==> src/rtl/fmpam_pkg.sv <==
// Shared types, constants and coefficient table for the FM phase-accumulator modulator.
package fmpam_pkg;

  localparam int PHASE_BITS    = 32;
  localparam int SAMPLE_BITS   = 16;
  localparam int COS_BITS      = 10;
  localparam int REM_BITS      = COS_BITS - 2;
  localparam int Q_FRAC        = 30;
  localparam int CI_BITS       = 32;
  localparam int DG_BITS       = 31;
  localparam int AG_BITS       = 16;
  localparam int AG_FRAC       = 12;
  localparam int MUL_BITS      = 33;
  localparam int PROD_BITS     = 64;
  localparam int CFG_IDX_BITS  = 2;
  localparam int CFG_DATA_BITS = 32;

  localparam logic [CFG_IDX_BITS-1:0] CFG_CARRIER   = 2'd0;
  localparam logic [CFG_IDX_BITS-1:0] CFG_DEVIATION = 2'd1;
  localparam logic [CFG_IDX_BITS-1:0] CFG_AMPLITUDE = 2'd2;

  localparam logic [AG_BITS-1:0] AG_RESET = AG_BITS'(1 << AG_FRAC);

  typedef logic signed [SAMPLE_BITS-1:0] sample_t;
  typedef logic [PHASE_BITS-1:0]         phase_t;
  typedef logic signed [MUL_BITS-1:0]    mul_op_t;
  typedef logic signed [PROD_BITS-1:0]   prod_t;
  typedef logic [Q_FRAC:0]               q30_t;

  localparam q30_t Q30_ONE = q30_t'(1) << Q_FRAC;

  typedef enum logic [3:0] {
    S_IDLE,
    S_M_SCALE,
    S_A_SCALE,
    S_M_OFF,
    S_A_OFF,
    S_A_Z,
    S_M_SQ,
    S_A_SQ,
    S_M_POLY,
    S_A_POLY,
    S_M_FIN,
    S_A_FIN
  } state_t;

  // sin(pi/2 z) Taylor coefficients in Q30, E seeds the Horner chain
  localparam q30_t SIN_E = q30_t'(172271);

  function automatic q30_t sin_coef(input logic [1:0] step);
    q30_t c;
    unique case (step)
      2'd0:    c = q30_t'(5026995);
      2'd1:    c = q30_t'(85569306);
      2'd2:    c = q30_t'(693598667);
      2'd3:    c = q30_t'(1686629713);
      default: c = '0;
    endcase
    return c;
  endfunction

endpackage

==> src/rtl/fmpam_ifs.sv <==
// Stream interfaces for message samples and modulated samples.
interface fmpam_msg_if;
  import fmpam_pkg::*;
  logic    valid;
  logic    ready;
  sample_t message_sample;
  modport source (output valid, output message_sample, input ready);
  modport sink (input valid, input message_sample, output ready);
endinterface

interface fmpam_mod_if;
  import fmpam_pkg::*;
  logic    valid;
  logic    ready;
  sample_t modulated_sample;
  modport source (output valid, output modulated_sample, input ready);
  modport sink (input valid, input modulated_sample, output ready);
endinterface

==> src/rtl/fmpam_mul.sv <==
// Shared signed multiplier with registered product.
module fmpam_mul (
  input  logic              clk,
  input  logic              mul_en,
  input  fmpam_pkg::mul_op_t op_a,
  input  fmpam_pkg::mul_op_t op_b,
  output fmpam_pkg::prod_t   prod_r
);
  import fmpam_pkg::*;

  always_ff @(posedge clk) begin
    if (mul_en) begin
      prod_r <= PROD_BITS'(op_a * op_b);
    end
  end

endmodule

==> src/rtl/fm_phase_accumulator_modulator.sv <==
// FM phase-accumulator modulator top level: sequencer around one shared multiplier.
// Items are processed one at a time on the single 33x33 multiplier, used
// eight times per item, each product followed by a fix-up step, plus a
// phase fold step and an idle state that takes the next input transaction.
// A waiting result does not stall the next input; the last step holds until the output slot frees.
// Reset (rst_n, synchronous, active low): phase 0, carrier 0, deviation 0, amplitude 1.0.
module fm_phase_accumulator_modulator (
  input  logic                                  clk,
  input  logic                                  rst_n,
  fmpam_msg_if.sink                             in_ch,
  fmpam_mod_if.source                           out_ch,
  input  logic                                  cfg_we,
  input  logic [fmpam_pkg::CFG_IDX_BITS-1:0]    cfg_index,
  input  logic [fmpam_pkg::CFG_DATA_BITS-1:0]   cfg_data
);
  import fmpam_pkg::*;

  state_t                 state_r, state_nxt;
  logic [CI_BITS-1:0]     ci_r;
  logic [DG_BITS-1:0]     dg_r;
  logic [AG_BITS-1:0]     ag_r;
  phase_t                 phase_r, phase_nxt;
  mul_op_t                a_r, a_nxt;
  mul_op_t                b_r, b_nxt;
  logic [1:0]             quad_r, quad_nxt;
  q30_t                   z_r, z_nxt;
  q30_t                   z2_r, z2_nxt;
  logic [1:0]             cnt_r, cnt_nxt;
  logic                   out_valid_r, out_valid_nxt;
  sample_t                out_sample_r, out_sample_nxt;
  prod_t                  prod_r;
  logic                   mul_en;
  logic                   in_take;
  logic                   slot_free;

  logic signed [MUL_BITS:0]   scale_sum;
  logic signed [21:0]         scale_q;
  sample_t                    scaled;
  logic signed [47:0]         off_sum;
  phase_t                     off_val;
  q30_t                       z_raw;
  q30_t                       z_fold;
  q30_t                       prod_q;
  q30_t                       poly_s;
  logic [Q_FRAC+1:0]          mag_sum;
  logic [16:0]                mag;
  sample_t                    mag_clip;

  fmpam_mul u_mul (
    .clk    (clk),
    .mul_en (mul_en),
    .op_a   (a_r),
    .op_b   (b_r),
    .prod_r (prod_r)
  );

  assign in_ch.ready             = (state_r == S_IDLE);
  assign in_take                 = in_ch.valid && in_ch.ready;
  assign slot_free               = !out_valid_r || out_ch.ready;
  assign out_ch.valid            = out_valid_r;
  assign out_ch.modulated_sample = out_sample_r;
  assign mul_en = (state_r == S_M_SCALE) || (state_r == S_M_OFF) || (state_r == S_M_SQ) ||
                  (state_r == S_M_POLY) || (state_r == S_M_FIN);

  // fix-up arithmetic on the registered product
  always_comb begin
    scale_sum = prod_r[MUL_BITS:0] + (MUL_BITS+1)'(2048);
    scale_q   = scale_sum[MUL_BITS:AG_FRAC];
    if (scale_q > 22'sd32767) begin
      scaled = 16'sh7fff;
    end else if (scale_q < -22'sd32768) begin
      scaled = 16'sh8000;
    end else begin
      scaled = scale_q[SAMPLE_BITS-1:0];
    end
    off_sum  = prod_r[47:0] + 48'sd16384;
    off_val  = off_sum[46:15];
    z_raw    = q30_t'(phase_r[PHASE_BITS-3 -: REM_BITS]) << (Q_FRAC - REM_BITS);
    z_fold   = phase_r[PHASE_BITS-2] ? z_raw : (Q30_ONE - z_raw);
    prod_q   = prod_r[Q_FRAC +: Q_FRAC+1];
    poly_s   = sin_coef(cnt_r) - prod_q;
    mag_sum  = {1'b0, prod_q} + (Q_FRAC+2)'(16384);
    mag      = mag_sum[Q_FRAC+1:15];
    mag_clip = mag[16:15] != 2'b00 ? 16'sh7fff : sample_t'(mag[14:0]);
  end

  always_comb begin
    state_nxt = state_r;
    unique case (state_r)
      S_IDLE:    if (in_take) state_nxt = S_M_SCALE;
      S_M_SCALE: state_nxt = S_A_SCALE;
      S_A_SCALE: state_nxt = S_M_OFF;
      S_M_OFF:   state_nxt = S_A_OFF;
      S_A_OFF:   state_nxt = S_A_Z;
      S_A_Z:     state_nxt = S_M_SQ;
      S_M_SQ:    state_nxt = S_A_SQ;
      S_A_SQ:    state_nxt = S_M_POLY;
      S_M_POLY:  state_nxt = S_A_POLY;
      S_A_POLY:  state_nxt = (cnt_r == 2'd3) ? S_M_FIN : S_M_POLY;
      S_M_FIN:   state_nxt = S_A_FIN;
      S_A_FIN:   if (slot_free) state_nxt = S_IDLE;
      default:   state_nxt = S_IDLE;
    endcase
  end

  always_comb begin
    a_nxt          = a_r;
    b_nxt          = b_r;
    phase_nxt      = phase_r;
    quad_nxt       = quad_r;
    z_nxt          = z_r;
    z2_nxt         = z2_r;
    cnt_nxt        = cnt_r;
    out_sample_nxt = out_sample_r;
    out_valid_nxt  = out_valid_r && !out_ch.ready;
    unique case (state_r)
      S_IDLE: begin
        a_nxt = MUL_BITS'(in_ch.message_sample);
        b_nxt = signed'(MUL_BITS'(ag_r));
      end
      S_A_SCALE: begin
        a_nxt = MUL_BITS'(scaled);
        b_nxt = signed'(MUL_BITS'(dg_r));
      end
      S_A_OFF: begin
        phase_nxt = phase_r + ci_r + off_val;
      end
      S_A_Z: begin
        quad_nxt = phase_r[PHASE_BITS-1 -: 2];
        z_nxt    = z_fold;
        a_nxt    = signed'(MUL_BITS'(z_fold));
        b_nxt    = signed'(MUL_BITS'(z_fold));
      end
      S_A_SQ: begin
        z2_nxt  = prod_q;
        a_nxt   = signed'(MUL_BITS'(SIN_E));
        b_nxt   = signed'(MUL_BITS'(prod_q));
        cnt_nxt = 2'd0;
      end
      S_A_POLY: begin
        a_nxt   = signed'(MUL_BITS'(poly_s));
        b_nxt   = signed'(MUL_BITS'((cnt_r == 2'd3) ? z_r : z2_r));
        cnt_nxt = cnt_r + 2'd1;
      end
      S_A_FIN: begin
        if (slot_free) begin
          out_valid_nxt  = 1'b1;
          out_sample_nxt = (quad_r[1] ^ quad_r[0]) ? -mag_clip : mag_clip;
        end
      end
      default: begin
      end
    endcase
  end

  always_ff @(posedge clk) begin
    if (!rst_n) begin
      state_r     <= S_IDLE;
      phase_r     <= '0;
      out_valid_r <= 1'b0;
      cnt_r       <= '0;
    end else begin
      state_r     <= state_nxt;
      phase_r     <= phase_nxt;
      out_valid_r <= out_valid_nxt;
      cnt_r       <= cnt_nxt;
    end
  end

  always_ff @(posedge clk) begin
    a_r          <= a_nxt;
    b_r          <= b_nxt;
    quad_r       <= quad_nxt;
    z_r          <= z_nxt;
    z2_r         <= z2_nxt;
    out_sample_r <= out_sample_nxt;
  end

  always_ff @(posedge clk) begin
    if (!rst_n) begin
      ci_r <= '0;
      dg_r <= '0;
      ag_r <= AG_RESET;
    end else if (cfg_we) begin
      unique case (cfg_index)
        CFG_CARRIER:   ci_r <= cfg_data[CI_BITS-1:0];
        CFG_DEVIATION: dg_r <= cfg_data[DG_BITS-1:0];
        CFG_AMPLITUDE: ag_r <= cfg_data[AG_BITS-1:0];
        default: begin
        end
      endcase
    end
  end

  a_busy_after_take: assert property (@(posedge clk) disable iff (!rst_n)
    in_take |=> !in_ch.ready)
    else $error("input taken while an item is in flight");

  a_result_from_last_step: assert property (@(posedge clk) disable iff (!rst_n)
    $rose(out_valid_r) |-> $past(state_r == S_A_FIN))
    else $error("result raised outside the final step");

  a_poly_exit: assert property (@(posedge clk) disable iff (!rst_n)
    (state_r == S_A_POLY && cnt_r == 2'd3) |=> state_r == S_M_FIN)
    else $error("polynomial loop did not end after four steps");

  a_phase_hold: assert property (@(posedge clk) disable iff (!rst_n)
    (state_r != S_A_OFF) |=> $stable(phase_r))
    else $error("phase changed outside the update step");

endmodule
==> src/flat_wrapper.sv <==
// flat-port wrapper written by rule: the top's interface ports become plain ports
module fm_phase_accumulator_modulator_flat import fmpam_pkg::*;
  (clk, rst_n, cfg_we, cfg_index, cfg_data, in_ch_valid, in_ch_message_sample, in_ch_ready, out_ch_valid, out_ch_modulated_sample, out_ch_ready);
  fmpam_msg_if in_ch_i ();
  fmpam_mod_if out_ch_i ();
  input  logic clk;
  input  logic rst_n;
  input  logic cfg_we;
  input  logic [fmpam_pkg::CFG_IDX_BITS-1:0] cfg_index;
  input  logic [fmpam_pkg::CFG_DATA_BITS-1:0] cfg_data;
  input wire logic [$bits(in_ch_i.valid)-1:0] in_ch_valid;
  input wire logic [$bits(in_ch_i.message_sample)-1:0] in_ch_message_sample;
  output wire logic [$bits(in_ch_i.ready)-1:0] in_ch_ready;
  output wire logic [$bits(out_ch_i.valid)-1:0] out_ch_valid;
  output wire logic [$bits(out_ch_i.modulated_sample)-1:0] out_ch_modulated_sample;
  input wire logic [$bits(out_ch_i.ready)-1:0] out_ch_ready;
  assign in_ch_i.valid = in_ch_valid;
  assign in_ch_i.message_sample = in_ch_message_sample;
  assign in_ch_ready = in_ch_i.ready;
  assign out_ch_valid = out_ch_i.valid;
  assign out_ch_modulated_sample = out_ch_i.modulated_sample;
  assign out_ch_i.ready = out_ch_ready;
  fm_phase_accumulator_modulator u_core (.clk(clk), .rst_n(rst_n), .in_ch(in_ch_i), .out_ch(out_ch_i), .cfg_we(cfg_we), .cfg_index(cfg_index), .cfg_data(cfg_data));
endmodule
==> config.mk <==
export PLATFORM = sky130hd
export DESIGN_NAME = fm_phase_accumulator_modulator_flat
export DESIGN_NICKNAME = d
export VERILOG_FILES = /design/src/rtl/fmpam_pkg.sv /design/src/rtl/fmpam_ifs.sv /design/src/rtl/fmpam_mul.sv /design/src/rtl/fm_phase_accumulator_modulator.sv /design/src/flat_wrapper.sv
export SDC_FILE = /design/constraint.sdc
export NUM_CORES = 2
export LEC_CHECK = 0
export BUFFER_PORTS_ARGS = -buffer_cell sky130_fd_sc_hd__buf_4
export CORE_MARGIN = 2
export CORE_UTILIZATION = 66
export DETAILED_ROUTE_END_ITERATION = 16
export GPL_TIMING_DRIVEN = 0
export PLACE_DENSITY = 0.91
export SETUP_SLACK_MARGIN = 0.1
export SKIP_CTS_REPAIR_TIMING = 1
export SYNTH_ARGS = -nofsm -noshare
export SYNTH_HDL_FRONTEND = slang
export SYNTH_HIERARCHICAL = 1
export SYNTH_SLANG_ARGS = --single-unit
==> constraint.sdc <==
create_clock -name clk -period 21.2 [get_ports clk]
set_input_delay 1.06 -clock clk [delete_from_list [all_inputs] [get_ports clk]]
set_output_delay 1.06 -clock clk [all_outputs]
set_load 0.02 [all_outputs]
======== Word level (Yosys, flattened, before mapping) ========
Cells that the tools add are included.
W data, S select, Z words.
word-level totals
  flip-flop bits (word level) ............. 325
  input port bits ......................... 55
  output and inout port bits .............. 18
operators by class
  add/subtract/negate cells ............... 9
  $mul .................................... 1
  $lt $le $gt $ge ......................... 2
  equality and inequality tests ........... 18
  muxes and demuxes ....................... 16
  bitwise operators ....................... 1
  reduce and logical (&&, ||, !) cells .... 20
operators with widths
  operator                  number
  $pmux W33 S5              2
  $pmux W31 S4              1
  $add A32 B32 Y32          2
  $mux W31                  2
  $mul A33 B33 Y61          1
  $mux W16                  3
  $pmux W4 S12              1
  $add A47 B16 Y47 const B  1
  $add A34 B13 Y34 const B  1
  $add A31 B15 Y32 const B  1
  $sub A31 B30 Y31 const A  1
  $sub A31 B31 Y31          1
  $gt A22 B16 Y1 const B    1
  $lt A22 B16 Y1 const B    1
  $eq A4 B3 Y1 const B      4
  $eq A4 B4 Y1 const B      4
  $neg A16 Y16              1
  $mux W15                  1
  $reduce_and A2 Y1         5
  $eq A4 B2 Y1 const B      2
  $mux W4                   2
  $eq A2 B2 Y1 const B      3
  $logic_or A1 B1 Y1        5
  $reduce_bool A5 Y1        1
  other kinds (14)          20

======== Logic depth before layout (Yosys ltp) ========
  word-level depth ........................ 5
  gate-level depth with buffers ........... 28
  mapped depth without buffers ............ 26

======== By module ========
Netlist, hierarchy kept.
modules (own cells, without submodules)
  module                          instances  cells an instance  area each (um2)  sequential area each (um2)
  fmpam_mul                       1          4211               40281.1          1921.8
  fm_phase_accumulator_modulator  1          1668               14938.1          5995.8

======== Least setup slack after synthesis ========
No wires, ideal clock.
  kind .................................... register -> register
  from .................................... register u_core.a_r[31]
  to ...................................... register, netlist name u_core/u_mul/prod_r[63]
  library setup time ...................... 260 ps
  arrival ................................. 7663 ps
  required time ........................... 20940 ps
  slack ................................... 13278 ps
  stages on the path, launching flop included .. 25
  path buffers ............................ 2
  period minus slack after synthesis ...... 7922 ps
  cells stage by stage .................... edfxtp_1 -> clkbuf_1 -> nand2_1 -> inv_1 -> fa_1 -> fa_1 -> fa_1 -> inv_1 -> fa_1 -> inv_1 -> fa_1 -> fa_1 -> fa_1 -> inv_1 -> fa_1 -> inv_1 -> ha_1 -> clkbuf_1 -> nand4_1 -> nor4b_1 -> a221o_1 -> a311o_1 -> o211ai_1 -> a31oi_1 -> xnor2_1
RTL lines
  what                    RTL line                               RTL
  start, declared         fm_phase_accumulator_modulator.sv:23   mul_op_t a_r, a_nxt;
  start signal, assigned  fm_phase_accumulator_modulator.sv:171  a_r <= a_nxt;

======== Worst setup path after layout ========
  from .................................... register u_core.a_r[18]
  to ...................................... register u_core.u_mul.prod_r[51] (data pin)
between the ends
  longest elaborated chain between the ends .. 1
RTL lines
  what                  RTL line         RTL
  $mul A33 B33 Y61      fmpam_mul.sv:13  prod_r <= PROD_BITS'(op_a * op_b);
  end signal, assigned  fmpam_mul.sv:13
  end, declared         fmpam_mul.sv:7   output fmpam_pkg::prod_t prod_r
No other way between the ends.
A chain may end at the register's enable or synchronous reset.

==> summary.md <==
| Metric | Value |
|---|---|
| Worst reg-to-reg setup slack | approximately 11 ns |
| Dpl cells | 6893 |
| Clock Sinks | 289 |
| Fin. Hold Viols | 0 |
| RSZ-0062 raised after global routing | false |
| Commonest non-fill, non-tap cell in the layout | inv_1 |
| Vias/cell | 6.28 |
| Maximum clock path buffer count | 3 |
| Die height | around 290 um |
| Congestion Overflow GR | 0 |
| Vias | 43687 |
| Post-Route WL | approximately 200 mm |
| Vias in the first global route | 44618 |
| Final setup vio count | 0 |
| Tmin final | ~10 ns |
| Period utilisation layout | 0.478 |
| Relative slew slack | 0.0544 |
| HP Start | u_core/phase_r[30] |
| H-tree depth | 1 |
| Final Skew | between 0.015 and 0.02 ns |
| Root buf cell | clkbuf_16 |
| Drt pass-1 iters | 10 |
| Initial antenna violation count | 13 |
| First-pass GRT wire length | approximately 290 mm |
| Worst slew pin tran | approximately 1.4 ns |
| Number of I/O port buffers | 71 |
| CP Class | reg2reg |
| Core Area | about 81000 um2 |
| Min-Delay Endpoint | u_core/quad_r[0] |
| Layout area overhead | 5.40% |
| WP data required | between 20 and 25 ns |
| Met2 wire length | 85.6 mm |
| Final antenna-violating net count | 0 |
| DR top layer | met5 |
| Worst EP arrival | 10.49 ns |
| Slew Limit Fails | 0 |
| Post-synthesis cell area | 53700 um2 |
| RR Endpoint | u_core/u_mul/prod_r[51] |
| Routability cong. | 1.11 |
| Setup_tns | 0 ns |
| Crit-path max FO | 12 |
| Avg Inst Size Synth | 9.34 um2 |
| Met3 wire len | about 26 mm |
| Tightest Hold Check Type | reg2reg |
| WL met1 | between 60 and 70 mm |
| CTS buffer count | 25 |
| Die X | roughly 290 um |
| Reg2reg path depth | 26 |
| I/O pins | between 70 and 80 |
| DRC | 0 |
| Starting density of the core | 0.667 |
| Synth warn | 6 |
| Ratio of cells with drive above 1 in the final layout | 0.0327 |
| Hold path cells | 0 |
| Largest net degree at the start of global routing | 35 |
| Post-detail-place hpwl | approximately 160 mm |
| Status | finished, final reports clean |
| Critical Path End Type | flip-flop |
| Clk slew on worst S/H paths | around 0.070 ns |
| Std-Cell Rows | 104 |
| CTS tree | done |
| Upper clock frequency limit | between 0.09 and 0.1 GHz |
| Wire per inst | 28.0 um |
| Most frequent cells in the layout | 1138 x inv_1, 1133 x fa_1, 831 x nand2_1 |
| Total Die Area | approximately 84000 um2 |
| Reg-to-Reg Start | u_core/a_r[18] |
| Initial DRC count | 5221 |
| Max_cap viols | 0 |
| Non-filler cells, final | between 6000 and 7000 |
| Final net count | 7321 |
| Startpoint Class | flip-flop |
| GRT Util Overall | 0.479 |
| Clock latency on the worst-skew pair | ~0.58 ns |
| Synthesized instance count | approximately 5800 |
-- per-stage QoR --
| step | area, um2 | utilization | hold WS, ns | worst slack, ns |
|---|---|---|---|---|
| finish | 56600 | 0.703 | 0.455 | 11.06 |
| global route | 56600 | 0.702 | 0.464 | 10.98 |
| CTS | 56600 | 0.702 | 0.454 | 11.37 |
| detailed placement | 55700 | 0.691 | 0.429 | 11.51 |
| global placement | 55600 | 0.690 | 0.421 | 11.58 |
| floorplan | 53700 | - | 0.406 | 13.47 |
-- cell type report --
cell class                 count  area [um2]
antenna                       19        47.5
buffer                       308        1240
clock buffer                  30         664
clock inverter                16         203
fill                        6180       23900
inverter                    1140        4280
multi-input combinational   4021       40700
sequential                   289        7500
tap                         1060        1330
timing repair buffer          75         604
-- worst max path at each step --
stage,cells past startpoint,to,slack [ns],from
detailed placement,25,u_core/u_mul/prod_r[51],11.51,u_core/a_r[16]
CTS,25,u_core/u_mul/prod_r[51],11.37,u_core/a_r[16]
global placement,24,u_core/u_mul/prod_r[59],11.58,u_core/a_r[19]
finish,26,u_core/u_mul/prod_r[51],11.06,u_core/a_r[18]
global route,25,u_core/u_mul/prod_r[51],10.98,u_core/a_r[14]
floorplan,24,u_core/u_mul/prod_r[59],13.47,u_core/a_r[31]
-- critical path, cell delays in order (launching register included) --
cell and delay [ns]:
edfxtp_1 0.95, clkbuf_1 1.08, and2_1 0.28, fa_1 0.18
inv_1 0.06, fa_1 0.54, inv_1 0.06, fa_1 0.48
inv_1 0.06, fa_1 0.48, fa_1 0.55, inv_1 0.05
fa_1 0.55, fa_1 0.55, inv_1 0.06, fa_1 0.48
inv_1 0.07, ha_1 0.28, clkdlybuf4s15_1 0.38, nand3_1 0.16
o41ai_1 0.39, o211ai_1 0.24, a211oi_1 0.83, o21ai_1 0.20
a21oi_1 0.44, a221oi_1 0.19, xnor2_1 0.30
-- layer usage --
layer  vias to the layer above  global-route usage
met3                       939               0.160
met4                        10               0.325
met1                     21573               0.581
met5                         -                   0
li1                      17778                   -
met2                      3387               0.728
-- flip-flops by register name, indices dropped and copies added, names as in the netlist --
register	cells
u_core/state_r	4
u_core/b_r	31
u_core/ag_r	16
u_core/a_r	32
u_core/phase_r	32
u_core/z_r	9
u_core/out_ch.modulated_sample	16
u_core/ci_r	32
u_core/cnt_r	2
u_core/out_ch.valid	1
u_core/dg_r	31
u_core/z2_r	31
u_core/quad_r	2
u_core/u_mul/prod_r	50
Power is not shown: default switching activity piles up to over one toggle a cycle in this logic, so the estimate is an artifact.
